[config.mk]
export PLATFORM = sky130hd
export DESIGN_NAME = crf_regs
export DESIGN_NICKNAME = d
export VERILOG_FILES = /design/src/hdl/crf_pkg.sv /design/src/hdl/crf_regs.sv
export SDC_FILE = /design/constraint.sdc
export NUM_CORES = 1
export LEC_CHECK = 0
export ABC_AREA = 1
export BUFFER_PORTS_ARGS = -buffer_cell sky130_fd_sc_hd__clkbuf_2
export CELL_PAD_IN_SITES_DETAIL_PLACEMENT = 0
export CELL_PAD_IN_SITES_GLOBAL_PLACEMENT = 1
export CORE_UTILIZATION = 33
export CTS_BUF_LIST = sky130_fd_sc_hd__clkbuf_4
export DETAILED_ROUTE_END_ITERATION = 7
export GPL_ROUTABILITY_DRIVEN = 1
export GPL_TIMING_DRIVEN = 0
export PLACE_DENSITY_LB_ADDON = 0.1
export REMOVE_ABC_BUFFERS = 1
export SYNTH_ARGS = -nofsm -noshare
export SYNTH_HDL_FRONTEND = slang
export SYNTH_SLANG_ARGS = --single-unit
[constraint.sdc]
create_clock -name aclk -period 4.54 [get_ports aclk]
set_clock_uncertainty 0.2 [all_clocks]
set_input_delay 0.908 -clock aclk [delete_from_list [all_inputs] [get_ports aclk]]
set_output_delay 0.908 -clock aclk [all_outputs]
set_load 0.01 [all_outputs]
[src/hdl/crf_pkg.sv]
// Shared types and constants for the clipped raster fill engine.
`default_nettype none

package crf_pkg;

    // Command codes carried in the cmd field of an input word
    localparam logic [2:0] CMD_CLEAR  = 3'd0;
    localparam logic [2:0] CMD_POINT  = 3'd1;
    localparam logic [2:0] CMD_FILL   = 3'd2;
    localparam logic [2:0] CMD_BORDER = 3'd3;
    localparam logic [2:0] CMD_READ   = 3'd4;

    // Register indexes, one register per 8-byte slot
    localparam logic [2:0] REG_PALETTE     = 3'd0;
    localparam logic [2:0] REG_CLIP_LEFT   = 3'd1;
    localparam logic [2:0] REG_CLIP_TOP    = 3'd2;
    localparam logic [2:0] REG_CLIP_RIGHT  = 3'd3;
    localparam logic [2:0] REG_CLIP_BOTTOM = 3'd4;

    // Command word
    typedef struct packed {
        logic        [2:0]  cmd;
        logic signed [15:0] xa;
        logic signed [15:0] ya;
        logic signed [15:0] xb;
        logic signed [15:0] yb;
        logic        [3:0]  color;
    } in_word_t;

    // Completion word
    typedef struct packed {
        logic [3:0] pixel_value;
        logic       off_canvas;
    } out_word_t;

    // Register file contents as seen by the engine
    typedef struct packed {
        logic [63:0] palette_map;
        logic [7:0]  clip_left;
        logic [7:0]  clip_top;
        logic [7:0]  clip_right;
        logic [7:0]  clip_bottom;
    } cfg_t;

    // Engine sequencer states
    typedef enum logic [3:0] {
        ST_INIT,
        ST_IDLE,
        ST_SETUP,
        ST_PLAN,
        ST_NEXT,
        ST_SPAN,
        ST_CLEAR,
        ST_READ,
        ST_RWAIT,
        ST_DONE
    } state_t;

endpackage

`default_nettype wire

[src/hdl/crf_regs.sv]
// APB register file: palette map and clip window.
`default_nettype none

module crf_regs (
    input  wire logic          aclk,
    input  wire logic          aresetn,
    input  wire logic          psel,
    input  wire logic          penable,
    input  wire logic          pwrite,
    input  wire logic [5:0]    paddr,
    input  wire logic [63:0]   pwdata,
    output logic      [63:0]   prdata,
    output logic               pready,
    output crf_pkg::cfg_t      cfg
);

    localparam logic [63:0] PALETTE_RESET = 64'hFEDC_BA98_7654_3210;

    logic [63:0] palette_reg;
    logic [7:0]  left_reg;
    logic [7:0]  top_reg;
    logic [7:0]  right_reg;
    logic [7:0]  bottom_reg;
    logic [2:0]  index;
    logic        wr_en;

    assign pready = 1'b1;
    assign index  = paddr[5:3];
    assign wr_en  = psel && penable && pwrite && pready;

    // Register writes
    always_ff @(posedge aclk) begin
        if (!aresetn) begin
            palette_reg <= PALETTE_RESET;
            left_reg    <= 8'd0;
            top_reg     <= 8'd0;
            right_reg   <= 8'd255;
            bottom_reg  <= 8'd255;
        end else if (wr_en) begin
            case (index)
                crf_pkg::REG_PALETTE:     palette_reg <= pwdata;
                crf_pkg::REG_CLIP_LEFT:   left_reg    <= pwdata[7:0];
                crf_pkg::REG_CLIP_TOP:    top_reg     <= pwdata[7:0];
                crf_pkg::REG_CLIP_RIGHT:  right_reg   <= pwdata[7:0];
                crf_pkg::REG_CLIP_BOTTOM: bottom_reg  <= pwdata[7:0];
                default:                  ;
            endcase
        end
    end

    // Read mux
    always_comb begin
        case (index)
            crf_pkg::REG_PALETTE:     prdata = palette_reg;
            crf_pkg::REG_CLIP_LEFT:   prdata = {56'd0, left_reg};
            crf_pkg::REG_CLIP_TOP:    prdata = {56'd0, top_reg};
            crf_pkg::REG_CLIP_RIGHT:  prdata = {56'd0, right_reg};
            crf_pkg::REG_CLIP_BOTTOM: prdata = {56'd0, bottom_reg};
            default:                  prdata = 64'd0;
        endcase
    end

    assign cfg.palette_map = palette_reg;
    assign cfg.clip_left   = left_reg;
    assign cfg.clip_top    = top_reg;
    assign cfg.clip_right  = right_reg;
    assign cfg.clip_bottom = bottom_reg;

endmodule

`default_nettype wire

==> flow_summary.toml, run 1 <==
[sta]
min_period_over_period = 0.929
setup_slack_ns = 0.321
max_clock_freq_mhz = 237
hold_viol_final = 0
fin_crit_ns = 4.22
finalSetupViolCount = 0
slew_violations = 0
max-slew-margin-rel = 0.265
rsz0062_at_grt = "false"
worst_pin_slew_ns = 1.10

[power_and_ir_drop]
powerDensity_nw_per_um2 = 256
p_int_w = 0.00110
power_switching_w = 0.000413
ir_drop_v = 0.000104
clock_power_share = 0.303
combPwrFrac = 0.126
seqPwrFrac = 0.571
p_sw_frac = 0.273
p_leak_nw = 3.45
power.total_w = 0.00151

[global_routing]
gr-max-usage-layer = "met2"
grt_max_degree = 58
met3_usage = 0.0398
globalRouteMet1Util = 0.256
grtUsageTotal = 0.202
grt_pass1_wl_um = 22700
antenna_found_initial = 0
grt_pass1_vias = 4470
grt_use_met2 = 0.338
overflow = 0

[layout]
diodes = 0
layout-drive-gt1-share = 0.284
fillers = 1461
final_area_sq_um = 5900
largest_reg_flops = 64
register_area_sq_um = 1920
area_delta_synth_final_pct = 30.8
nets = 995
multiInputGateArea_sq_um = 2050

[yosys]
seq_area_frac_synth = 0.426
netlist_area_sq_um = 4520
synthAdderAreaFrac = 0
synth_cell_type_count = 16
synth-simple-area-share = 0.451
synth-xor-area-share = 0
synth_compound_area_frac = 0
syn_inst = 718
yosysWarnings = 0
muxShareOfSynthArea = 0
avgSynthCellArea_sq_um = 6.29
synth_top_family_by_area = "simple AND/OR/NAND/NOR gates"
synth-seq-cells = 96

[worst_hold_path]
holdCritPathClass = "reg -> reg"

[clock_tree]
htreeDepth = 3
cts-resized-gates = 0
cts_tree = "done"
holdBufCountCts = 0
clk_pin_slew_ns = 0.15
cts_buffer_depth = 2
cts-buffers-inserted = 9
cts.sinks = 96
post_cts_buffers = 0
clock_latency_ns = 0.44
cts-root-buf = "clkbuf_4"

[critical_path]
slowest_delay_ns = 0.75
critPathBufInv = 2
crit_required_ns = 3.43
crit_path_cell_trace = "clkbuf_2 > nor2_4 > nand2_2 > nor2_1 > clkbuf_2"
slowest_stage = "nand2_2"
crit_type = "in -> out"
critPathTopFamily = "simple AND/OR/NAND/NOR gates"
worstSetupEndpointType = "primary output"
cp_max_fo = 57
startpoint_type = "input port"
cp_data_arrival_time_ns = 3.11
path_common_cell = "clkbuf_2"

[detailed_routing]
drtIter0Drc = 268
routed_via_density = 4.52
wl_per_cell_um = 13.1
drt-total-wl_um = 14500
ant_nets = 0
dr.pass1.iters = 4
drc = 0
num_vias = 4980

[placed_design]
io_buffers = 231
placed_area_sq_um = 5770
dp_hpwl_um = 9890
dp_slack_ns = 0.229
routabilityCongestion = 0.787

[floorplanning]
start_util = 0.340
fp.dieH_um = 119
io_pins = 236
die-area_sq_um = 14200
coreArea_sq_um = 13300
rows = 42
die_w_um = 119

[flow_run]
drv_cap = 0

[status]
outcome = "finished, final reports clean"
-- cell families (layout without fill, tap and decap cells) --
kind of cell | count (synthesis) | count (layout)
buf+inv | 137 | 344
flops | 96 | 96
other cells | 1 | 1
simple gates | 484 | 484
-- Yosys cell counts --
cell,instances,area share
nand4_1,8,0.011
nand3_1,123,0.14
nand2_2,1,0.0014
dfxtp_1,96,0.43
clkbuf_1,16,0.013
inv_1,90,0.075
nor2_1,161,0.13
nand3_2,1,0.0022
nor2_4,3,0.0075
buf_2,19,0.021
buf_4,4,0.0067
conb_1,1,0.00083
inv_2,4,0.0033
nor2_2,6,0.0083
buf_1,4,0.0033
nand2_1,181,0.15
-- worst register-to-register path, cell delays in order (launching register included) --
cell	delay [ns]
dfxtp_1	0.39
nor2_1	0.06
nor2_1	0.13
-- path summary, 6_finish.rpt --
check	startpoint	endpoint	slack [ns]	cells past startpoint
max	paddr[3]	prdata[35]	0.32	5
min	palette_reg[45]	palette_reg[45]	0.29	2
max reg2reg	palette_reg[1]	palette_reg[1]	3.70	2
min reg2reg	palette_reg[45]	palette_reg[45]	0.29	2
-- layer usage --
metal,routed length (um),up-vias
met1,6470,2209
li1,-,2577
met4,178,0
met5,0,-
met2,6880,183
met3,945,11
-- cells in the final DEF, fill, tap and decap left out --
master       n
clkbuf_2   230
nand2_1    181
nor2_1     161
nand3_1    123
dfxtp_1     96
inv_1       90
clkbuf_4    12
nand4_1      8
nor2_2       5
nor2_4       4
inv_2        4
clkinv_1     2
clkinv_2     2
buf_16       2
nand2_2      1
nand3_2      1
conb_1       1
bufinv_16    1
buf_12       1
-- power by group through the flow --
stage | registers (W) | clock network [W] | logic [W]
after floorplan | 0.000885 | 0 | 0.0000803
after global placement | 0.000881 | 0 | 0.000190
final | 0.000863 | 0.000459 | 0.000190
after CTS | 0.000863 | 0.000482 | 0.000193
after global routing | 0.000865 | 0.000517 | 0.000213
after detailed placement | 0.000881 | 0 | 0.000192
-- area by class of cell --
| cell class | count | area share |
|---|---|---|
| clock inverter | 5 | 0.00805 |
| multi-input combinational | 485 | 0.346 |
| timing repair buffer | 234 | 0.209 |
| clock buffer | 11 | 0.0140 |
| tap | 176 | 0.0373 |
| inverter | 94 | 0.0598 |
| sequential | 96 | 0.325 |
-- metrics by stage --
step                 util  hold slack [ns]  cells  TNS, ns
floorplan               -            0.302    675        0
global placement    0.428            0.261   1082    -9.91
detailed placement  0.434            0.271   1085        0
CTS                 0.444            0.297   1101        0
global route        0.444            0.315   1101        0
finish              0.444            0.294   1101        0
Note: power is estimated with default switching activity, not from simulation.
==> run 2, diff against run 1 <==
CELL_PAD_IN_SITES_DETAIL_PLACEMENT = default   (was 0)
CELL_PAD_IN_SITES_GLOBAL_PLACEMENT = default   (was 1)
CORE_UTILIZATION = 34   (was 33)
PLACE_DENSITY_LB_ADDON = default   (was 0.1)
==> run 2 against run 1 <==
Against the previous run: count of clock-buffer cells in the layout is 1 higher; critical path type unchanged; critical path depth unchanged; register-to-register slack barely moved; via count is 0.88% lower; critical endpoint is now prdata[58]; combinational power about the same; power is 2.9% lower.
==> flow_summary.toml, run 2 (synthesis gave the netlist of run 1 again) <==
[clock_tree]
cts-root-buf = "clkbuf_4"
cts-resized-gates = 0
cts-buffers-inserted = 9
cts.sinks = 96
cts_tree = "done"
clock_latency_ns = 0.48
cts_buffer_depth = 2
htreeDepth = 3
clk_pin_slew_ns = 0.13
post_cts_buffers = 0
holdBufCountCts = 0

[layout]
final_cell_mix = "clkbuf_2, nand2_1, nor2_1"
largest_reg_flops = 64
layout-drive-gt1-share = 0.284
diodes = 0
nets = 994
final_common_cell = "clkbuf_2"
final_util = 0.458
area_delta_synth_final_pct = 29.6

[floorplanning]
die-area_sq_um = 13700
die_w_um = 117
fp.dieH_um = 117
io_pins = 236
coreArea_sq_um = 12800
start_util = 0.354
rows = 41

[placed_design]
dp_hpwl_um = 9720
io_buffers = 231
dp_slack_ns = 0.396
routabilityCongestion = 0.767

[critical_path]
worstSetupEndpointType = "primary output"
r2r_end = "palette_reg[7]"
cp_max_fo = 57
r2r_start = "palette_reg[7]"
crit_path_end = "prdata[58]"
reg2reg_slack_ns = 3.69
crit_required_ns = 3.43
cp_data_arrival_time_ns = 3.04
startpoint_type = "input port"
crit_type = "in -> out"
reg2reg_depth = 2
crit_start = "paddr[3]"

[sta]
max_clock_freq_mhz = 241
min_period_over_period = 0.913
finalSetupViolCount = 0
rsz0062_at_grt = "false"
worst_pin_slew_ns = 1.11
slew_violations = 0
hold_viol_final = 0
max-slew-margin-rel = 0.260
fin_crit_ns = 4.14
setup_slack_ns = 0.395

[detailed_routing]
drt-total-wl_um = 14100
drc = 0
num_vias = 4936
dr.pass1.iters = 4
wl_per_cell_um = 12.8
ant_nets = 0
routed_via_density = 4.50
drtIter0Drc = 248

[power_and_ir_drop]
p_leak_nw = 3.43
powerDensity_nw_per_um2 = 251
power.total_w = 0.00147
ir_drop_v = 0.000112

[worst_hold_path]
hold_depth = 2
worstHoldStart = "palette_reg[9]"
holdCritPathClass = "reg -> reg"

[flow_run]
drv_cap = 0

[global_routing]
grt_pass1_vias = 4163
grt_max_degree = 58
antenna_found_initial = 0
overflow = 0
grt_pass1_wl_um = 21100
grtUsageTotal = 0.201

[status]
outcome = "finished, final reports clean"
run 2: power breakdown:
part           internal (W)  switching [W]
clock              0.000128       0.000288
sequential         0.000854     0.00000911
combinational     0.0000689       0.000120
run 2: worst min path at each step:
stage	slack, ns	to
3_3_place_gp	0.27	palette_reg[26]
5_1_grt	0.31	palette_reg[41]
6_report	0.29	palette_reg[9]
2_1_floorplan	0.30	right_reg[0]
4_1_cts	0.30	palette_reg[41]
3_5_place_dp	0.27	bottom_reg[1]
run 2: per-stage QoR:
stage / hold slack (ns) / TNS (ns) / cells / cell area, sq um
floorplan: 0.302 / 0 / 675 / 4320
global placement: 0.265 / -6.21 / 1078 / 5690
detailed placement: 0.272 / 0 / 1080 / 5740
CTS: 0.297 / 0 / 1096 / 5850
global route: 0.311 / 0 / 1096 / 5850
finish: 0.293 / 0 / 1096 / 5850
run 2: final cells by class:
cell class / instances / area [sq um]
Multi-Input combinational cell: 485 / 2050
Sequential cell: 96 / 1920
Timing Repair Buffer: 233 / 1210
Clock buffer: 12 / 90.1
Inverter: 94 / 353
Fill cell: 1386 / 6920
Tap cell: 172 / 215
Clock inverter: 4 / 21.3
run 2: critical path, stage by stage:
cell	delay [ns]
clkbuf_2	0.33
nor2_4	0.53
nand2_2	0.75
nor2_1	0.32
clkbuf_2	0.17
run 2: routing by layer:
layer | global-route usage | share of wire
met5 | 0 | 0
met4 | 0.0759 | 0.014
met3 | 0.0427 | 0.071
met2 | 0.336 | 0.47
met1 | 0.253 | 0.45
==> run 3, diff against run 2 <==
CORE_UTILIZATION = 48   (was 34)
PLACE_DENSITY = 0.84   (was default)
clock period = 5.37 ns   (was 4.54 ns; I/O delays follow)
==> run 3 against run 2 <==
Against the previous run: largest cell class unchanged; combinational power down 18%; non-clock buffer count did not move; highest routed layer unchanged; final area decreased by 1.3%; flip-flop and latch count did not move; first-iteration DRC count fell by 25%; wire length is 11% lower; global-route usage is 4.8 points higher.
==> flow_summary.toml, run 3 (synthesis gave the netlist of run 1 again) <==
[worst_hold_path]
hold_depth = 2
holdCritPathClass = "reg -> reg"

[power_and_ir_drop]
power_switching_w = 0.000362
clock_power_share = 0.293
ir_drop_v = 0.000121
combPwrFrac = 0.124
powerDensity_nw_per_um2 = 216
p_leak_nw = 3.43
p_int_w = 0.000888
seqPwrFrac = 0.583
p_sw_frac = 0.290

[detailed_routing]
drt-total-wl_um = 12600
ant_nets = 0
drtIter0Drc = 186
routed_via_density = 4.83
wl_per_cell_um = 12.2
drc = 0
dr.pass1.iters = 4
num_vias = 4996

[placed_design]
routabilityCongestion = 0.814
io_buffers = 231
dp_hpwl_um = 8880
placed_area_sq_um = 5630
dp_slack_ns = 0.783

[layout]
diodes = 0
largest_reg_flops = 64
fillers = 944
nets = 994
final_util = 0.628
register_area_sq_um = 1920
area_delta_synth_final_pct = 28.0
final_area_sq_um = 5780
layout-drive-gt1-share = 0.286
multiInputGateArea_sq_um = 2040
final_cell_mix = "clkbuf_2, nand2_1, nor2_1"
final_common_cell = "clkbuf_2"

[flow_run]
drv_cap = 0

[sta]
finalSetupViolCount = 0
worst_pin_slew_ns = 1.34
setup_tns_ns = 0
max-slew-margin-rel = 0.103
setup_slack_ns = 0.916
hold_ws_ns = 0.291
max_clock_freq_mhz = 225
min_period_over_period = 0.829
rsz0062_at_grt = "false"
slew_violations = 0
fin_crit_ns = 4.45
hold_viol_final = 0

[clock_tree]
cts-buffers-inserted = 9
holdBufCountCts = 0
cts_tree = "done"
cts-resized-gates = 0
cts.sinks = 96
cts-root-buf = "clkbuf_4"
clock_latency_ns = 0.44
post_cts_buffers = 0
cts_buffer_depth = 2
clk_pin_slew_ns = 0.16
htreeDepth = 3

[global_routing]
grt_max_degree = 65
grt_pass1_vias = 4136
grtUsageTotal = 0.248
antenna_found_initial = 0
grt_pass1_wl_um = 19500
overflow = 0

[floorplanning]
start_util = 0.491
rows = 35
die_w_um = 99.0
coreArea_sq_um = 9200
die-area_sq_um = 9800
fp.dieH_um = 99.0
io_pins = 236

[critical_path]
critPathBufInv = 2
crit_path_cell_trace = "clkbuf_2 > nor2_4 > nand2_2 > nor2_1 > clkbuf_2"
cp_data_arrival_time_ns = 3.18
worstSetupEndpointType = "primary output"
critPathTopFamily = "simple AND/OR/NAND/NOR gates"
crit_type = "in -> out"
cp.depth = 5
reg2reg_depth = 2
crit_required_ns = 4.10
slowest_delay_ns = 0.69
cp_max_fo = 57
path_common_cell = "clkbuf_2"
slowest_stage = "nand2_2"
startpoint_type = "input port"

[status]
outcome = "finished, final reports clean"
-- run 3: changes by cell type in the layout (fill, tap and decap cells not counted), sizes merged --
cell      previous run  this run
clkbuf             243       241
clkinv               4         1
clkinvlp             0         1
inv                 94        98
-- run 3: power by group through the flow --
stage / sequential (W) / combinational (W) / clock (W)
after detailed placement: 0.000745 / 0.000155 / 0
after floorplan: 0.000748 / 0.0000679 / 0
after CTS: 0.000730 / 0.000155 / 0.000372
after global placement: 0.000745 / 0.000154 / 0
final: 0.000730 / 0.000155 / 0.000366
after global routing: 0.000732 / 0.000172 / 0.000406
-- run 3: worst min-delay path, stage by stage, from the launching register on --
cell and delay [ns]:
dfxtp_1 0.35, nand2_1 0.06, nand3_1 0.05
-- run 3: layout make-up --
class	count	area share
clock inverter	6	0.00866
inverter	94	0.0611
sequential	96	0.333
tap	111	0.0240
clock buffer	10	0.0130
timing repair buffer	233	0.207
multi-input combinational	485	0.353
-- run 3: final timing paths --
| path | start | endpoint | slack, ns |
|---|---|---|---|
| min reg2reg | palette_reg[28] | palette_reg[28] | 0.29 |
| min | palette_reg[28] | palette_reg[28] | 0.29 |
| max reg2reg | bottom_reg[6] | bottom_reg[6] | 4.52 |
| max | paddr[3] | prdata[41] | 0.92 |
-- run 3: metal layers --
metal / GRT usage / part of all wire / vias up / routed length [um]
li1: - / - / 2579 / -
met1: 0.301 / 0.42 / 2207 / 5250
met2: 0.439 / 0.49 / 193 / 6130
met3: 0.0496 / 0.078 / 17 / 980
met4: 0.0827 / 0.017 / 0 / 212
met5: 0 / 0 / - / 0
-- run 3: per-stage QoR --
step	power, W	instances
after detailed placement	0.000900	1018
after floorplan	0.000816	675
after CTS	0.00126	1034
final	0.00125	1035
after global routing	0.00131	1035
after global placement	0.000898	1017
