--- src/hdl/crf_pkg.sv ---
// Shared types and constants for the clipped raster fill engine.
`default_nettype none

package crf_pkg;

    // Command codes carried in the cmd field of an input word
    localparam logic [2:0] CMD_CLEAR  = 3'd0;
    localparam logic [2:0] CMD_POINT  = 3'd1;
    localparam logic [2:0] CMD_FILL   = 3'd2;
    localparam logic [2:0] CMD_BORDER = 3'd3;
    localparam logic [2:0] CMD_READ   = 3'd4;

    // Register indexes, one register per 8-byte slot
    localparam logic [2:0] REG_PALETTE     = 3'd0;
    localparam logic [2:0] REG_CLIP_LEFT   = 3'd1;
    localparam logic [2:0] REG_CLIP_TOP    = 3'd2;
    localparam logic [2:0] REG_CLIP_RIGHT  = 3'd3;
    localparam logic [2:0] REG_CLIP_BOTTOM = 3'd4;

    // Command word
    typedef struct packed {
        logic        [2:0]  cmd;
        logic signed [15:0] xa;
        logic signed [15:0] ya;
        logic signed [15:0] xb;
        logic signed [15:0] yb;
        logic        [3:0]  color;
    } in_word_t;

    // Completion word
    typedef struct packed {
        logic [3:0] pixel_value;
        logic       off_canvas;
    } out_word_t;

    // Register file contents as seen by the engine
    typedef struct packed {
        logic [63:0] palette_map;
        logic [7:0]  clip_left;
        logic [7:0]  clip_top;
        logic [7:0]  clip_right;
        logic [7:0]  clip_bottom;
    } cfg_t;

    // Engine sequencer states
    typedef enum logic [3:0] {
        ST_INIT,
        ST_IDLE,
        ST_SETUP,
        ST_PLAN,
        ST_NEXT,
        ST_SPAN,
        ST_CLEAR,
        ST_READ,
        ST_RWAIT,
        ST_DONE
    } state_t;

endpackage

`default_nettype wire

--- src/hdl/crf_engine.sv ---
// Command sequencer: clip math, span walker, clear sweep and result register.
`default_nettype none

module crf_engine #(
    parameter int CANVAS_WIDTH  = 256,
    parameter int CANVAS_HEIGHT = 256,
    parameter int PALETTE_SIZE  = 16
) (
    input  wire logic              aclk,
    input  wire logic              aresetn,
    input  wire crf_pkg::cfg_t     cfg,
    input  wire logic              s_valid,
    output logic                   s_ready,
    input  wire crf_pkg::in_word_t s_word,
    output logic                   m_valid,
    input  wire logic              m_ready,
    output crf_pkg::out_word_t     m_word,
    output logic                   mem_we,
    output logic [((CANVAS_WIDTH * CANVAS_HEIGHT > 1) ?
                   $clog2(CANVAS_WIDTH * CANVAS_HEIGHT) : 1)-1:0] mem_waddr,
    output logic [3:0]             mem_wdata,
    output logic                   mem_re,
    output logic [((CANVAS_WIDTH * CANVAS_HEIGHT > 1) ?
                   $clog2(CANVAS_WIDTH * CANVAS_HEIGHT) : 1)-1:0] mem_raddr,
    input  wire logic [3:0]        mem_rdata
);

    localparam int DEPTH = CANVAS_WIDTH * CANVAS_HEIGHT;
    localparam int AW    = (DEPTH > 1) ? $clog2(DEPTH) : 1;
    localparam int XW    = (CANVAS_WIDTH > 1) ? $clog2(CANVAS_WIDTH) : 1;
    localparam int YW    = (CANVAS_HEIGHT > 1) ? $clog2(CANVAS_HEIGHT) : 1;

    localparam logic [AW-1:0]        ROW_STRIDE = AW'(CANVAS_WIDTH);
    localparam logic [AW-1:0]        LAST_ADDR  = AW'(DEPTH - 1);
    localparam logic signed [17:0]   X_MAX      = 18'(CANVAS_WIDTH - 1);
    localparam logic signed [17:0]   Y_MAX      = 18'(CANVAS_HEIGHT - 1);
    localparam logic [3:0]           COLOR_TOP  = 4'(PALETTE_SIZE - 1);

    crf_pkg::state_t   state_reg, state_next;
    crf_pkg::in_word_t item_reg;
    crf_pkg::out_word_t out_word_reg;
    logic              out_valid_reg;

    // Clipped rectangle and edge qualifiers
    logic signed [17:0] l_reg, r_reg, t_reg, b_reg;
    logic               xa_in_reg, xb_in_reg, ya_in_reg, yb_in_reg;
    logic [3:0]         color_reg;
    logic [3:0]         pix_reg;
    logic               off_reg;

    // Span walker
    logic [3:0]    span_en_reg;
    logic [XW-1:0] x_reg, x0_reg, x1_reg;
    logic [YW-1:0] y_reg, y1_reg;
    logic [AW-1:0] clr_addr_reg;

    // Setup-stage combinational values
    logic signed [17:0] xa18, ya18, xb18, yb18;
    logic signed [17:0] cl18, ct18, er18, eb18, cr18, cbt18;
    logic signed [17:0] minx, maxx, miny, maxy;
    logic signed [17:0] l_s, r_s, t_s, b_s;
    logic [3:0]         color_idx;
    logic               off_s;

    logic       rect_x_ok, rect_y_ok;
    logic [3:0] en_plan;

    logic [1:0]    pick;
    logic [XW-1:0] ld_x0, ld_x1;
    logic [YW-1:0] ld_y0, ld_y1;
    logic [XW-1:0] xa_c, xb_c, l_c, r_c;
    logic [YW-1:0] ya_c, yb_c, t_c, b_c;

    logic          x_end, y_end;
    logic          accept, done_load;
    logic [XW-1:0] addr_x;
    logic [YW-1:0] addr_y;
    logic [AW-1:0] pix_addr;

    assign accept    = s_valid && s_ready;
    assign done_load = (state_reg == crf_pkg::ST_DONE) && (!out_valid_reg || m_ready);

    // Widen operands for signed compares
    assign xa18  = {{2{item_reg.xa[15]}}, item_reg.xa};
    assign ya18  = {{2{item_reg.ya[15]}}, item_reg.ya};
    assign xb18  = {{2{item_reg.xb[15]}}, item_reg.xb};
    assign yb18  = {{2{item_reg.yb[15]}}, item_reg.yb};
    assign cl18  = $signed({10'd0, cfg.clip_left});
    assign ct18  = $signed({10'd0, cfg.clip_top});
    assign cr18  = $signed({10'd0, cfg.clip_right});
    assign cbt18 = $signed({10'd0, cfg.clip_bottom});

    // Effective clip limits never pass the canvas edge
    assign er18 = (cr18 > X_MAX) ? X_MAX : cr18;
    assign eb18 = (cbt18 > Y_MAX) ? Y_MAX : cbt18;

    // Normalize corners, then clip
    assign minx = (xa18 < xb18) ? xa18 : xb18;
    assign maxx = (xa18 > xb18) ? xa18 : xb18;
    assign miny = (ya18 < yb18) ? ya18 : yb18;
    assign maxy = (ya18 > yb18) ? ya18 : yb18;
    assign l_s  = (minx > cl18) ? minx : cl18;
    assign r_s  = (maxx < er18) ? maxx : er18;
    assign t_s  = (miny > ct18) ? miny : ct18;
    assign b_s  = (maxy < eb18) ? maxy : eb18;

    assign off_s = (xa18 < 0) || (ya18 < 0) || (xa18 > X_MAX) || (ya18 > Y_MAX);

    // Colors past the palette size saturate
    assign color_idx = (item_reg.color > COLOR_TOP) ? COLOR_TOP : item_reg.color;

    // Which spans a command draws
    assign rect_x_ok = (l_reg <= r_reg);
    assign rect_y_ok = (t_reg <= b_reg);

    always_comb begin
        case (item_reg.cmd)
            crf_pkg::CMD_POINT:  en_plan = {3'b000, xa_in_reg && ya_in_reg};
            crf_pkg::CMD_FILL:   en_plan = {3'b000, rect_x_ok && rect_y_ok};
            crf_pkg::CMD_BORDER: en_plan = {yb_in_reg && rect_x_ok, ya_in_reg && rect_x_ok,
                                            xb_in_reg && rect_y_ok, xa_in_reg && rect_y_ok};
            default:             en_plan = 4'b0000;
        endcase
    end

    // Coordinates are in range whenever the span using them is enabled
    assign xa_c = item_reg.xa[XW-1:0];
    assign xb_c = item_reg.xb[XW-1:0];
    assign ya_c = item_reg.ya[YW-1:0];
    assign yb_c = item_reg.yb[YW-1:0];
    assign l_c  = l_reg[XW-1:0];
    assign r_c  = r_reg[XW-1:0];
    assign t_c  = t_reg[YW-1:0];
    assign b_c  = b_reg[YW-1:0];

    // Lowest pending span first
    always_comb begin
        if (span_en_reg[0]) begin
            pick = 2'd0;
        end else if (span_en_reg[1]) begin
            pick = 2'd1;
        end else if (span_en_reg[2]) begin
            pick = 2'd2;
        end else begin
            pick = 2'd3;
        end
    end

    // Span bounds for the picked entry
    always_comb begin
        ld_x0 = l_c;
        ld_x1 = r_c;
        ld_y0 = t_c;
        ld_y1 = b_c;
        case (item_reg.cmd)
            crf_pkg::CMD_POINT: begin
                ld_x0 = xa_c;
                ld_x1 = xa_c;
                ld_y0 = ya_c;
                ld_y1 = ya_c;
            end
            crf_pkg::CMD_BORDER: begin
                case (pick)
                    2'd0: begin
                        ld_x0 = xa_c;
                        ld_x1 = xa_c;
                    end
                    2'd1: begin
                        ld_x0 = xb_c;
                        ld_x1 = xb_c;
                    end
                    2'd2: begin
                        ld_y0 = ya_c;
                        ld_y1 = ya_c;
                    end
                    default: begin
                        ld_y0 = yb_c;
                        ld_y1 = yb_c;
                    end
                endcase
            end
            default: ;
        endcase
    end

    assign x_end = (x_reg == x1_reg);
    assign y_end = (y_reg == y1_reg);

    // Next state
    always_comb begin
        state_next = state_reg;
        case (state_reg)
            crf_pkg::ST_INIT: begin
                if (clr_addr_reg == LAST_ADDR) begin
                    state_next = crf_pkg::ST_IDLE;
                end
            end
            crf_pkg::ST_IDLE: begin
                if (accept) begin
                    state_next = crf_pkg::ST_SETUP;
                end
            end
            crf_pkg::ST_SETUP: begin
                case (item_reg.cmd)
                    crf_pkg::CMD_CLEAR:  state_next = crf_pkg::ST_CLEAR;
                    crf_pkg::CMD_POINT,
                    crf_pkg::CMD_FILL,
                    crf_pkg::CMD_BORDER: state_next = crf_pkg::ST_PLAN;
                    crf_pkg::CMD_READ:   state_next = off_s ? crf_pkg::ST_DONE
                                                            : crf_pkg::ST_READ;
                    default:             state_next = crf_pkg::ST_DONE;
                endcase
            end
            crf_pkg::ST_PLAN:  state_next = crf_pkg::ST_NEXT;
            crf_pkg::ST_NEXT: begin
                state_next = (span_en_reg == 4'b0000) ? crf_pkg::ST_DONE : crf_pkg::ST_SPAN;
            end
            crf_pkg::ST_SPAN: begin
                if (x_end && y_end) begin
                    state_next = crf_pkg::ST_NEXT;
                end
            end
            crf_pkg::ST_CLEAR: begin
                if (clr_addr_reg == LAST_ADDR) begin
                    state_next = crf_pkg::ST_DONE;
                end
            end
            crf_pkg::ST_READ:  state_next = crf_pkg::ST_RWAIT;
            crf_pkg::ST_RWAIT: state_next = crf_pkg::ST_DONE;
            crf_pkg::ST_DONE: begin
                if (done_load) begin
                    state_next = crf_pkg::ST_IDLE;
                end
            end
            default: state_next = crf_pkg::ST_IDLE;
        endcase
    end

    // Pixel address: read position or walker position
    assign addr_x   = (state_reg == crf_pkg::ST_READ) ? xa_c : x_reg;
    assign addr_y   = (state_reg == crf_pkg::ST_READ) ? ya_c : y_reg;
    assign pix_addr = AW'(addr_y) * ROW_STRIDE + AW'(addr_x);

    // Outputs
    always_comb begin
        s_ready   = (state_reg == crf_pkg::ST_IDLE);
        mem_we    = 1'b0;
        mem_waddr = pix_addr;
        mem_wdata = color_reg;
        mem_re    = 1'b0;
        mem_raddr = pix_addr;
        case (state_reg)
            crf_pkg::ST_INIT: begin
                mem_we    = 1'b1;
                mem_waddr = clr_addr_reg;
                mem_wdata = 4'd0;
            end
            crf_pkg::ST_CLEAR: begin
                mem_we    = 1'b1;
                mem_waddr = clr_addr_reg;
            end
            crf_pkg::ST_SPAN: mem_we = 1'b1;
            crf_pkg::ST_READ: mem_re = 1'b1;
            default: ;
        endcase
    end

    assign m_valid = out_valid_reg;
    assign m_word  = out_word_reg;

    // Control registers
    always_ff @(posedge aclk) begin
        if (!aresetn) begin
            state_reg     <= crf_pkg::ST_INIT;
            out_valid_reg <= 1'b0;
            clr_addr_reg  <= '0;
            span_en_reg   <= 4'b0000;
        end else begin
            state_reg <= state_next;

            if (done_load) begin
                out_valid_reg <= 1'b1;
            end else if (m_ready) begin
                out_valid_reg <= 1'b0;
            end

            // Sweep counter shared by reset clear and clear command
            if (state_reg == crf_pkg::ST_INIT || state_reg == crf_pkg::ST_CLEAR) begin
                clr_addr_reg <= (clr_addr_reg == LAST_ADDR) ? '0 : clr_addr_reg + AW'(1);
            end

            if (state_reg == crf_pkg::ST_PLAN) begin
                span_en_reg <= en_plan;
            end else if (state_reg == crf_pkg::ST_NEXT && span_en_reg != 4'b0000) begin
                span_en_reg[pick] <= 1'b0;
            end
        end
    end

    // Datapath registers
    always_ff @(posedge aclk) begin
        if (accept) begin
            item_reg <= s_word;
        end

        if (state_reg == crf_pkg::ST_SETUP) begin
            l_reg     <= l_s;
            r_reg     <= r_s;
            t_reg     <= t_s;
            b_reg     <= b_s;
            xa_in_reg <= (xa18 >= cl18) && (xa18 <= er18);
            xb_in_reg <= (xb18 >= cl18) && (xb18 <= er18);
            ya_in_reg <= (ya18 >= ct18) && (ya18 <= eb18);
            yb_in_reg <= (yb18 >= ct18) && (yb18 <= eb18);
            color_reg <= cfg.palette_map[{color_idx, 2'b00} +: 4];
            off_reg   <= (item_reg.cmd == crf_pkg::CMD_READ) && off_s;
            pix_reg   <= 4'd0;
        end

        if (state_reg == crf_pkg::ST_RWAIT) begin
            pix_reg <= mem_rdata;
        end

        // Load a span, then walk it in raster order
        if (state_reg == crf_pkg::ST_NEXT) begin
            x_reg  <= ld_x0;
            x0_reg <= ld_x0;
            x1_reg <= ld_x1;
            y_reg  <= ld_y0;
            y1_reg <= ld_y1;
        end else if (state_reg == crf_pkg::ST_SPAN) begin
            if (x_end) begin
                x_reg <= x0_reg;
                if (!y_end) begin
                    y_reg <= y_reg + YW'(1);
                end
            end else begin
                x_reg <= x_reg + XW'(1);
            end
        end

        if (done_load) begin
            out_word_reg.pixel_value <= pix_reg;
            out_word_reg.off_canvas  <= off_reg;
        end
    end

endmodule

`default_nettype wire

--- config.mk ---
export PLATFORM = sky130hd
export DESIGN_NAME = crf_engine
export DESIGN_NICKNAME = d
export VERILOG_FILES = /design/src/hdl/crf_pkg.sv /design/src/hdl/crf_engine.sv
export SDC_FILE = /design/constraint.sdc
export NUM_CORES = 1
export LEC_CHECK = 0
export BUFFER_PORTS_ARGS = -buffer_cell sky130_fd_sc_hd__buf_2
export CORE_ASPECT_RATIO = 0.8
export CORE_MARGIN = 5
export CORE_UTILIZATION = 53
export CTS_BUF_LIST = sky130_fd_sc_hd__clkbuf_4 sky130_fd_sc_hd__clkbuf_8 sky130_fd_sc_hd__clkbuf_16
export CTS_CLUSTER_DIAMETER = 60
export DETAILED_ROUTE_END_ITERATION = 6
export GPL_TIMING_DRIVEN = 0
export PLACE_DENSITY_LB_ADDON = 0.3
export SLEW_MARGIN = 20
export SYNTH_ARGS = -nofsm -noshare
export SYNTH_HDL_FRONTEND = slang
export SYNTH_SLANG_ARGS = --single-unit
--- constraint.sdc ---
create_clock -name aclk -period 4.1 [get_ports aclk]
set_input_delay 0.205 -clock aclk [delete_from_list [all_inputs] [get_ports aclk]]
set_output_delay 0.205 -clock aclk [all_outputs]
set_load 0.005 [all_outputs]
==> impl_metrics.py, run 1 <==
metrics = {
    "run_status": {
        "status": "complete, but fails checks",
        "violations": "negative setup slack",
    },
    "critical_path": {
        "r2r_end": "t_reg[6]",
        "critPathLaunch": "item_reg[51]",
        "critPathRequiredTime_ns": 4.39,
        "critPathCapture": "t_reg[6]",
        "start_kind": "flip-flop",
        "end_kind": "flip-flop",
        "crit_type": "flip-flop to flip-flop",
        "r2r_cells": 20,
        "arrival_ns": 4.80,
        "path_max_fanout": 6,
        "r2r_setup_slack_ns": -0.40,
        "timing.rr.start": "item_reg[51]",
    },
    "floorplanning": {
        "core-area_sq_um": 27300,
        "die_y_um": 159,
        "start_util_pct": 53.9,
        "rows": 54,
        "io_pins": 220,
        "dieArea_sq_um": 31200,
        "die_w_um": 196,
    },
    "logic_synthesis": {
        "yosysTopAreaCell": "edfxtp_1",
        "syn-cell-area_sq_um": 14700,
        "ys.flop_type": "edfxtp_1",
        "synth.area.top_cells": "edfxtp_1, ha_1, o21ai_0, nor2_1, dfxtp_1",
        "synth_edf_count": 193,
        "syn_inst": 1438,
        "ys_seq_area_share_pct": 42.8,
        "synth.yosys.warnings": 0,
        "synth.distinct_cells": 69,
        "synth_seq_cells": 218,
        "synth_top_area_share_pct": 39.4,
        "synthArstFlopShare_pct": 0,
        "syn_avg_cell_area_sq_um": 10.2,
    },
    "sta": {
        "timing.final.ws_setup_ns": -0.405,
        "relSlewSlack_pct": 24.1,
        "finalCriticalPeriod_ns": 4.50,
        "fmax_mhz": 222,
        "finalSetupViolCount": 43,
        "skew_ns": 0.0131,
        "finalHoldViolCount": 0,
        "report.final.slew_viol_count": 0,
        "worstMarginPinSlew_ns": 1.13,
        "rsz0062_at_grt": "yes",
        "hold_ws_ns": 0.0170,
        "fin_crit_sh_pct": 110,
    },
    "job": {
        "drv_cap": 0,
    },
    "power_and_ir_drop": {
        "p_sw_mw": 1.16,
        "pwr-share-comb_pct": 6.6,
        "pwr-share-clk_pct": 47.5,
        "p_int_mw": 4.08,
        "power.leakage_nw": 8.49,
        "vdd_drop_max_mv": 0.295,
        "power_density_nw_per_um2": 268,
        "seq_power_share_pct": 45.9,
        "sw_frac_of_total_pct": 22.1,
    },
    "grt": {
        "grt_usage_pct": 27.9,
        "grt_pass1_wl_mm": 69.6,
        "grt.overflow.total": 0,
        "grt_max_degree": 52,
        "grt_pass1_vias": 12700,
        "antenna_found_initial": 1,
    },
    "clock_tree": {
        "cts_max_path_buffers": 3,
        "root_buffer": "clkbuf_16",
        "numCtsBuffers": 27,
        "insertion_delay_ns": 0.55,
        "cts_tree": "done",
        "clk_pin_slew_worst_paths_ns": 0.06,
        "cts_sinks": 218,
        "h-tree-depth": 1,
    },
    "min_path": {
        "min_from": "cfg[11]",
        "min_path_type": "input port to flip-flop",
    },
    "detailed_routing": {
        "drtPass1Iterations": 6,
        "vias_per_cell": 5.80,
        "wl_per_cell_um": 20.5,
        "vias": 13100,
        "drtAntennaViolNets": 0,
        "drt-total-wl_mm": 46.3,
        "drtIter0Drc": 1213,
        "route.detailed.drc": 0,
    },
    "final_layout": {
        "synthToLayoutAreaGrowth_pct": 32.7,
        "fin_nets": 2206,
        "drive_gt1_share_pct": 27.9,
        "largest_reg_flops": 71,
        "postLayoutCoreUtil_pct": 71.5,
    },
    "place": {
        "hpwl_mm": 33.4,
        "place_congestion": 0.986,
        "portBuffers": 218,
    },
}
## per-layer routing
| layer | global-route usage (%) | wire (um) | vias to the layer above |
|---|---|---|---|
| li1 | - | - | 6151 |
| met1 | 41.3 | 20000 | 6132 |
| met2 | 42.4 | 20300 | 726 |
| met3 | 5.25 | 4740 | 76 |
| met4 | 6.92 | 1260 | 0 |
| met5 | 0 | 0 | - |
## worst min path at each step
stage / endpoint / slack (ns) / cells after the start
global placement: item_reg[0] / 0.38 / 1
floorplan: item_reg[0] / 0.30 / 0
finish: r_reg[3] / 0.02 / 2
detailed placement: item_reg[24] / 0.38 / 1
global route: l_reg[5] / 0.004 / 2
CTS: l_reg[3] / 0.003 / 2
## worst max-delay path: stages, from the launching register on
cell and delay (ns):
edfxtp_1 0.45, ha_4 0.30, nand4_1 0.23, buf_4 0.23
nor3_1 0.29, a21oi_2 0.11, and4_4 0.18, nor2_4 0.10
buf_8 0.13, mux2_4 0.32, ha_4 0.22, nor2b_1 0.12
o21a_1 0.17, o21ai_2 0.15, a21oi_2 0.07, o211ai_1 0.16
a21o_1 0.16, a31oi_1 0.09, a21oi_2 0.27, buf_6 0.17
mux2_4 0.33
## Yosys cell counts (all sizes together), types with 12 or more instances
master,number
ha,161
and3,12
nor3,25
xnor2,18
inv,120
a21o,39
mux4,20
clkbuf,40
nor2b,22
edfxtp,193
dfxtp,25
xor2,23
nand2b,23
mux2i,42
o21ai,125
o22ai,16
mux2,45
nand2,99
nand3,39
nand4,28
a21oi,81
nor2,139
## layout by cell type, fill, tap and decap left out, types with 23 or more instances in the layout
cell           instances
nor2_1               119
inv_1                114
a21o_1                39
nand2b_1              23
o21ai_0              107
buf_2                218
buf_4                 76
edfxtp_1             193
dfxtp_1               25
dlygate4sd3_1         94
mux2_2                24
ha_1                 152
xor2_1                23
clkbuf_1              36
a21oi_1               71
mux2i_1               40
nand3_1               39
nand2_1               94
clkbuf_16             28
nand4_1               27
## power groups by stage
stage	logic [mW]	registers [mW]	clock network, mW
4_1_cts	0.323	2.40	2.50
3_3_place_gp	0.239	2.45	0
3_5_place_dp	0.248	2.45	0
5_1_grt	0.376	2.40	2.61
2_1_floorplan	0.121	2.45	0
6_report	0.344	2.40	2.49
## layout make-up
class | count | area, sq um
Timing Repair Buffer | 402 | 2830
Fill cell | 1878 | 7780
Clock inverter | 18 | 204
Multi-Input combinational cell | 1050 | 8250
Inverter | 120 | 450
Buffer | 51 | 303
Tap cell | 364 | 455
Antenna cell | 2 | 5.00
Clock buffer | 32 | 726
Sequential cell | 218 | 6300
## stage by stage
| step | TNS, ns | instance area, sq um | std cells | setup WS (ns) | power, mW |
|---|---|---|---|---|---|
| 3_3_place_gp | -24.94 | 16400 | 2021 | -0.708 | 2.69 |
| 2_1_floorplan | 0 | 14800 | 1439 | 0.00294 | 2.57 |
| 6_report | -9.39 | 19500 | 2257 | -0.405 | 5.23 |
| 5_1_grt | -14.71 | 19500 | 2256 | -0.461 | 5.38 |
| 3_5_place_dp | -27.74 | 16400 | 2023 | -0.780 | 2.70 |
| 4_1_cts | -2.69 | 19000 | 2232 | -0.186 | 5.23 |
## repair_timing
item	CTS	global route
gates cloned	0	1
hold buffers	94	0
endpoints found under the hold margin	94	0
pin swaps	38	45
gates resized for setup	64	74
endpoints found under the setup margin	58	58
buffers inserted	65	23
## kinds of logic after synthesis
family	after synthesis	synth area share, %
simple gates	424	14.0
compound gates	315	13.0
flops	218	42.8
buf+inv	171	4.60
fa+ha+maj	161	13.7
mux	107	9.52
xor+xnor	41	2.44
other cells	1	0.0255
Note: power is estimated with default switching activity, not from simulation.
==> run 2, diff against run 1 <==
- CORE_UTILIZATION: 53 -> 55
- clock period: 4.1 -> 5.73 ns (I/O delays scaled with it)
==> impl_metrics.py, run 2 (synthesis results as in run 1) <==
metrics = {
    "sta": {
        "hold_ws_ns": 0.0838,
        "rsz0062_at_grt": "no",
        "report.final.slew_viol_count": 0,
        "fmax_mhz": 188,
        "finalSetupViolCount": 0,
        "relSlewSlack_pct": 25.4,
        "worstMarginPinSlew_ns": 1.11,
        "finalHoldViolCount": 0,
        "fin_crit_sh_pct": 93.1,
        "tns_ns": 0,
        "skew_ns": 0.0160,
        "finalCriticalPeriod_ns": 5.33,
    },
    "place": {
        "placed_cells": 2016,
        "portBuffers": 218,
        "hpwl_mm": 33.5,
        "place_congestion": 0.953,
        "placed_area_sq_um": 16300,
    },
    "floorplanning": {
        "die_y_um": 156,
        "io_pins": 220,
        "start_util_pct": 55.9,
        "dieArea_sq_um": 30100,
        "rows": 53,
        "die_w_um": 193,
        "core-area_sq_um": 26300,
    },
    "final_layout": {
        "fin_nets": 2093,
        "drive_gt1_share_pct": 20.2,
        "final_common_cell": "buf_2",
        "synthToLayoutAreaGrowth_pct": 21.5,
        "final_cell_mix": "buf_2, edfxtp_1, ha_1",
        "largest_reg_flops": 71,
        "fin_cells": 2135,
        "num-fill-cells": 2049,
        "fin_area_sq_um": 17900,
    },
    "power_and_ir_drop": {
        "power_density_nw_per_um2": 202,
        "power.leakage_nw": 7.75,
        "vdd_drop_max_mv": 0.246,
    },
    "critical_path": {
        "start_kind": "flip-flop",
        "critPathRequiredTime_ns": 6.00,
        "crit_type": "flip-flop to flip-flop",
        "path_max_fanout": 10,
        "arrival_ns": 5.61,
        "end_kind": "flip-flop",
    },
    "clock_tree": {
        "root_buffer": "clkbuf_16",
        "clk_pin_slew_worst_paths_ns": 0.06,
        "postCtsSetupBuffers": 0,
        "cts_tree": "done",
        "cts_sinks": 218,
        "ctsResizeCount": 0,
        "cts_max_path_buffers": 3,
        "h-tree-depth": 1,
        "insertion_delay_ns": 0.53,
        "numCtsBuffers": 25,
    },
    "detailed_routing": {
        "drtIter0Drc": 1150,
        "route.detailed.drc": 0,
        "vias_per_cell": 5.81,
        "drtAntennaViolNets": 0,
        "drtPass1Iterations": 5,
        "drt-total-wl_mm": 42.9,
        "wl_per_cell_um": 20.1,
        "vias": 12400,
    },
    "min_path": {
        "min_path_type": "input port to flip-flop",
    },
    "job": {
        "drv_cap": 0,
    },
    "run_status": {
        "status": "complete, no violations",
    },
    "grt": {
        "grt_usage_pct": 27.9,
        "antenna_found_initial": 3,
        "grt_pass1_wl_mm": 65.8,
        "grt.overflow.total": 0,
        "grt_pass1_vias": 12200,
        "grt_max_degree": 43,
    },
}
-- run 2: through the flow --
stage                     power, mW  setup slack, ns  util, %
after global routing           3.73           0.0414     67.9
after detailed placement       1.93            0.495     61.9
after floorplan                1.84             1.30        -
after global placement         1.92            0.461     61.7
final                          3.61            0.397     67.9
after CTS                      3.63            0.480     67.9
-- run 2: worst max-delay path: stages, from the launching register on --
cell and delay [ns]:
edfxtp_1 0.51, ha_1 0.40, nand4_2 0.17, nor4_2 0.33, o21ai_1 0.15, and3_4 0.21
nor2_2 0.33, buf_2 0.38, nand2_1 0.08, o21ai_0 0.12, ha_1 0.29, nor2b_1 0.14
o21a_1 0.15, o21ai_0 0.13, a21oi_1 0.09, o211ai_1 0.16, a21o_1 0.17, a21oi_1 0.08
a21oi_1 0.46, buf_2 0.35, mux2_2 0.37
-- run 2: final timing paths --
| kind | end | cells after the start | start | slack [ns] |
|---|---|---|---|---|
| worst max-delay path | l_reg[4] | 20 | item_reg[67] | 0.40 |
| worst min register to register | m_word[2] | 0 | pix_reg[1] | 0.42 |
| worst min-delay path | pix_reg[2] | 2 | mem_rdata[2] | 0.08 |
| worst max register to register | l_reg[4] | 20 | item_reg[67] | 0.40 |
-- run 2: area by class of cell --
class / count / area [sq um] / share of cell area (%)
clock buffers: 31 / 677 / 3.79
diodes: 2 / 5.00 / 0.0280
multi-input cells: 1050 / 7760 / 43.4
flip-flops and latches: 218 / 6300 / 35.2
repair buffers: 291 / 1840 / 10.3
plain buffers: 51 / 228 / 1.27
clock inverters: 15 / 180 / 1.01
inverters: 120 / 450 / 2.52
well taps: 357 / 447 / 2.50
-- run 2: metal layers --
layer  wire length (um)  vias to the layer above  GRT usage (%)
met5                  7                        -              0
met4                996                        2           6.38
met3               4150                       66           5.04
met2              18800                      648           43.8
met1              18900                     5762           40.6
li1                   -                     5924              -
-- run 2: repair_timing --
item | in CTS | in global routing
hold buffers | 71 | 0
hold endpoints to repair | 71 | 0
endpoints found under the setup margin | 0 | 0
-- run 2: power by group --
part | internal [mW] | switching (mW) | total [mW]
clock network | 1.02 | 0.656 | 1.68
registers | 1.72 | 0.00229 | 1.72
logic | 0.128 | 0.0913 | 0.220
==> run 3, diff against run 2 <==
- CORE_UTILIZATION: 55 -> 30
==> impl_metrics.py, run 3 (synthesis results as in run 1) <==
metrics = {
    "clock_tree": {
        "h-tree-depth": 1,
        "clk_pin_slew_worst_paths_ns": 0.06,
        "root_buffer": "clkbuf_16",
        "insertion_delay_ns": 0.56,
        "postCtsSetupBuffers": 0,
        "cts_max_path_buffers": 3,
        "cts_sinks": 218,
        "cts_tree": "done",
        "numCtsBuffers": 29,
    },
    "detailed_routing": {
        "vias": 12200,
        "drtIter0Drc": 881,
        "drt-total-wl_mm": 44.4,
        "drtAntennaViolNets": 0,
        "drtPass1Iterations": 6,
        "route.detailed.drc": 0,
        "wl_per_cell_um": 18.4,
        "vias_per_cell": 5.03,
    },
    "min_path": {
        "min_from": "cfg[20]",
        "min_path_type": "input port to flip-flop",
    },
    "grt": {
        "grt.overflow.total": 0,
        "grt_usage_pct": 16.0,
        "antenna_found_initial": 6,
        "grt_pass1_wl_mm": 68.7,
        "grt_max_degree": 46,
        "grt_pass1_vias": 12300,
    },
    "critical_path": {
        "r2r_cells": 20,
        "critPathRequiredTime_ns": 6.03,
        "r2r_setup_slack_ns": 0.37,
        "critPathCapture": "l_reg[6]",
        "r2r_end": "l_reg[6]",
        "arrival_ns": 5.66,
        "path_max_fanout": 10,
        "start_kind": "flip-flop",
        "crit_type": "flip-flop to flip-flop",
        "critPathLaunch": "item_reg[67]",
        "timing.rr.start": "item_reg[67]",
        "end_kind": "flip-flop",
    },
    "power_and_ir_drop": {
        "pwr-share-comb_pct": 5.8,
        "p_int_mw": 2.92,
        "sw_frac_of_total_pct": 22.2,
        "p_sw_uw": 833,
        "vdd_drop_max_mv": 0.187,
        "power.leakage_nw": 7.80,
        "power_density_nw_per_um2": 204,
        "pwr-share-clk_pct": 48.4,
        "finalPower_mw": 3.76,
        "seq_power_share_pct": 45.8,
    },
    "final_layout": {
        "final_cell_mix": "buf_2, edfxtp_1, ha_1",
        "final_common_cell": "buf_2",
        "fin_nets": 2098,
        "drive_gt1_share_pct": 20.7,
        "largest_reg_flops": 71,
        "num-fill-cells": 4756,
        "synthToLayoutAreaGrowth_pct": 24.9,
    },
    "sta": {
        "skew_ns": 0.0180,
        "finalCriticalPeriod_ns": 5.36,
        "finalSetupViolCount": 0,
        "report.final.slew_viol_count": 0,
        "relSlewSlack_pct": 42.8,
        "fin_crit_sh_pct": 93.6,
        "fmax_mhz": 187,
        "tns_ns": 0,
        "worstMarginPinSlew_ns": 0.858,
        "finalHoldViolCount": 0,
        "timing.final.ws_setup_ns": 0.369,
        "rsz0062_at_grt": "no",
    },
    "run_status": {
        "status": "complete, no violations",
    },
    "place": {
        "hpwl_mm": 35.9,
        "place_ws_ns": 0.202,
        "place_congestion": 0.904,
        "portBuffers": 218,
    },
    "floorplanning": {
        "dieArea_sq_um": 53600,
        "io_pins": 220,
        "start_util_pct": 30.4,
        "core-area_sq_um": 48500,
        "die_w_um": 258,
        "rows": 72,
        "die_y_um": 208,
    },
    "job": {
        "drv_cap": 0,
    },
}
==> run 3: cell types whose count changed in the layout (fill, tap and decap cells not counted), sizes merged <==
cell	delta
clkinv	+1
buf	+1
clkinvlp	+3
inv	+3
bufinv	-2
diode	+4
clkbuf	+2
==> run 3: area by class of cell <==
type	instances	area, sq um	area share, %
flip-flops and latches	218	6300	34.3
clock buffers	33	774	4.22
multi-input cells	1050	7760	42.2
inverters	120	450	2.45
repair buffers	292	1860	10.1
diodes	6	15.0	0.0817
well taps	629	787	4.28
clock inverters	20	203	1.10
plain buffers	51	228	1.24
==> run 3: through the flow <==
step / utilization, % / cell area [sq um] / hold WS, ns / instances
floorplan: - / 14700 / 0.385 / 1439
global placement: 34.2 / 16600 / 0.406 / 2286
detailed placement: 34.4 / 16700 / 0.411 / 2289
CTS: 37.9 / 18400 / 0.0155 / 2413
global route: 37.9 / 18400 / 0.0315 / 2416
finish: 37.9 / 18400 / 0.0530 / 2419
==> run 3: worst min-delay path by stage <==
stage	end	cells past startpoint	slack, ns
finish	t_reg[4]	2	0.05
detailed placement	m_word[2]	0	0.41
global route	r_reg[4]	2	0.03
floorplan	item_reg[0]	0	0.39
CTS	t_reg[4]	2	0.02
global placement	m_word[4]	0	0.41
==> run 3: worst max-delay path: stages (launching register included) <==
cell      delay, ns
edfxtp_1       0.52
ha_1           0.40
nand4_2        0.17
nor4_2         0.36
o21ai_1        0.16
and3_4         0.21
nor2_2         0.35
buf_2          0.37
nand2_1        0.08
o21ai_0        0.13
ha_1           0.30
nor2b_1        0.14
o21a_1         0.16
o21ai_0        0.14
a21oi_1        0.09
o211ai_1       0.17
a21o_1         0.17
a21oi_1        0.09
a21oi_2        0.38
buf_2          0.32
mux2_2         0.37
==> run 3: repair_timing <==
item,CTS,global route
endpoints found under the setup margin,0,3
endpoints found under the hold margin,71,0
gates resized for setup,0,1
hold buffers,71,0
==> run 3: per-layer routing <==
layer	vias to the layer above	wire [um]	GRT usage, %
li1	5939	-	-
met1	5724	21500	23.3
met2	430	18900	24.6
met3	64	2840	2.96
met4	4	1120	4.14
met5	-	27	0
==> run 3: power groups by stage <==
stage / combinational (mW) / sequential (mW) / clock, mW
after floorplan: 0.0858 / 1.75 / 0
after global placement: 0.173 / 1.75 / 0
after detailed placement: 0.180 / 1.75 / 0
after CTS: 0.218 / 1.72 / 1.87
after global routing: 0.243 / 1.72 / 1.93
final: 0.219 / 1.72 / 1.82
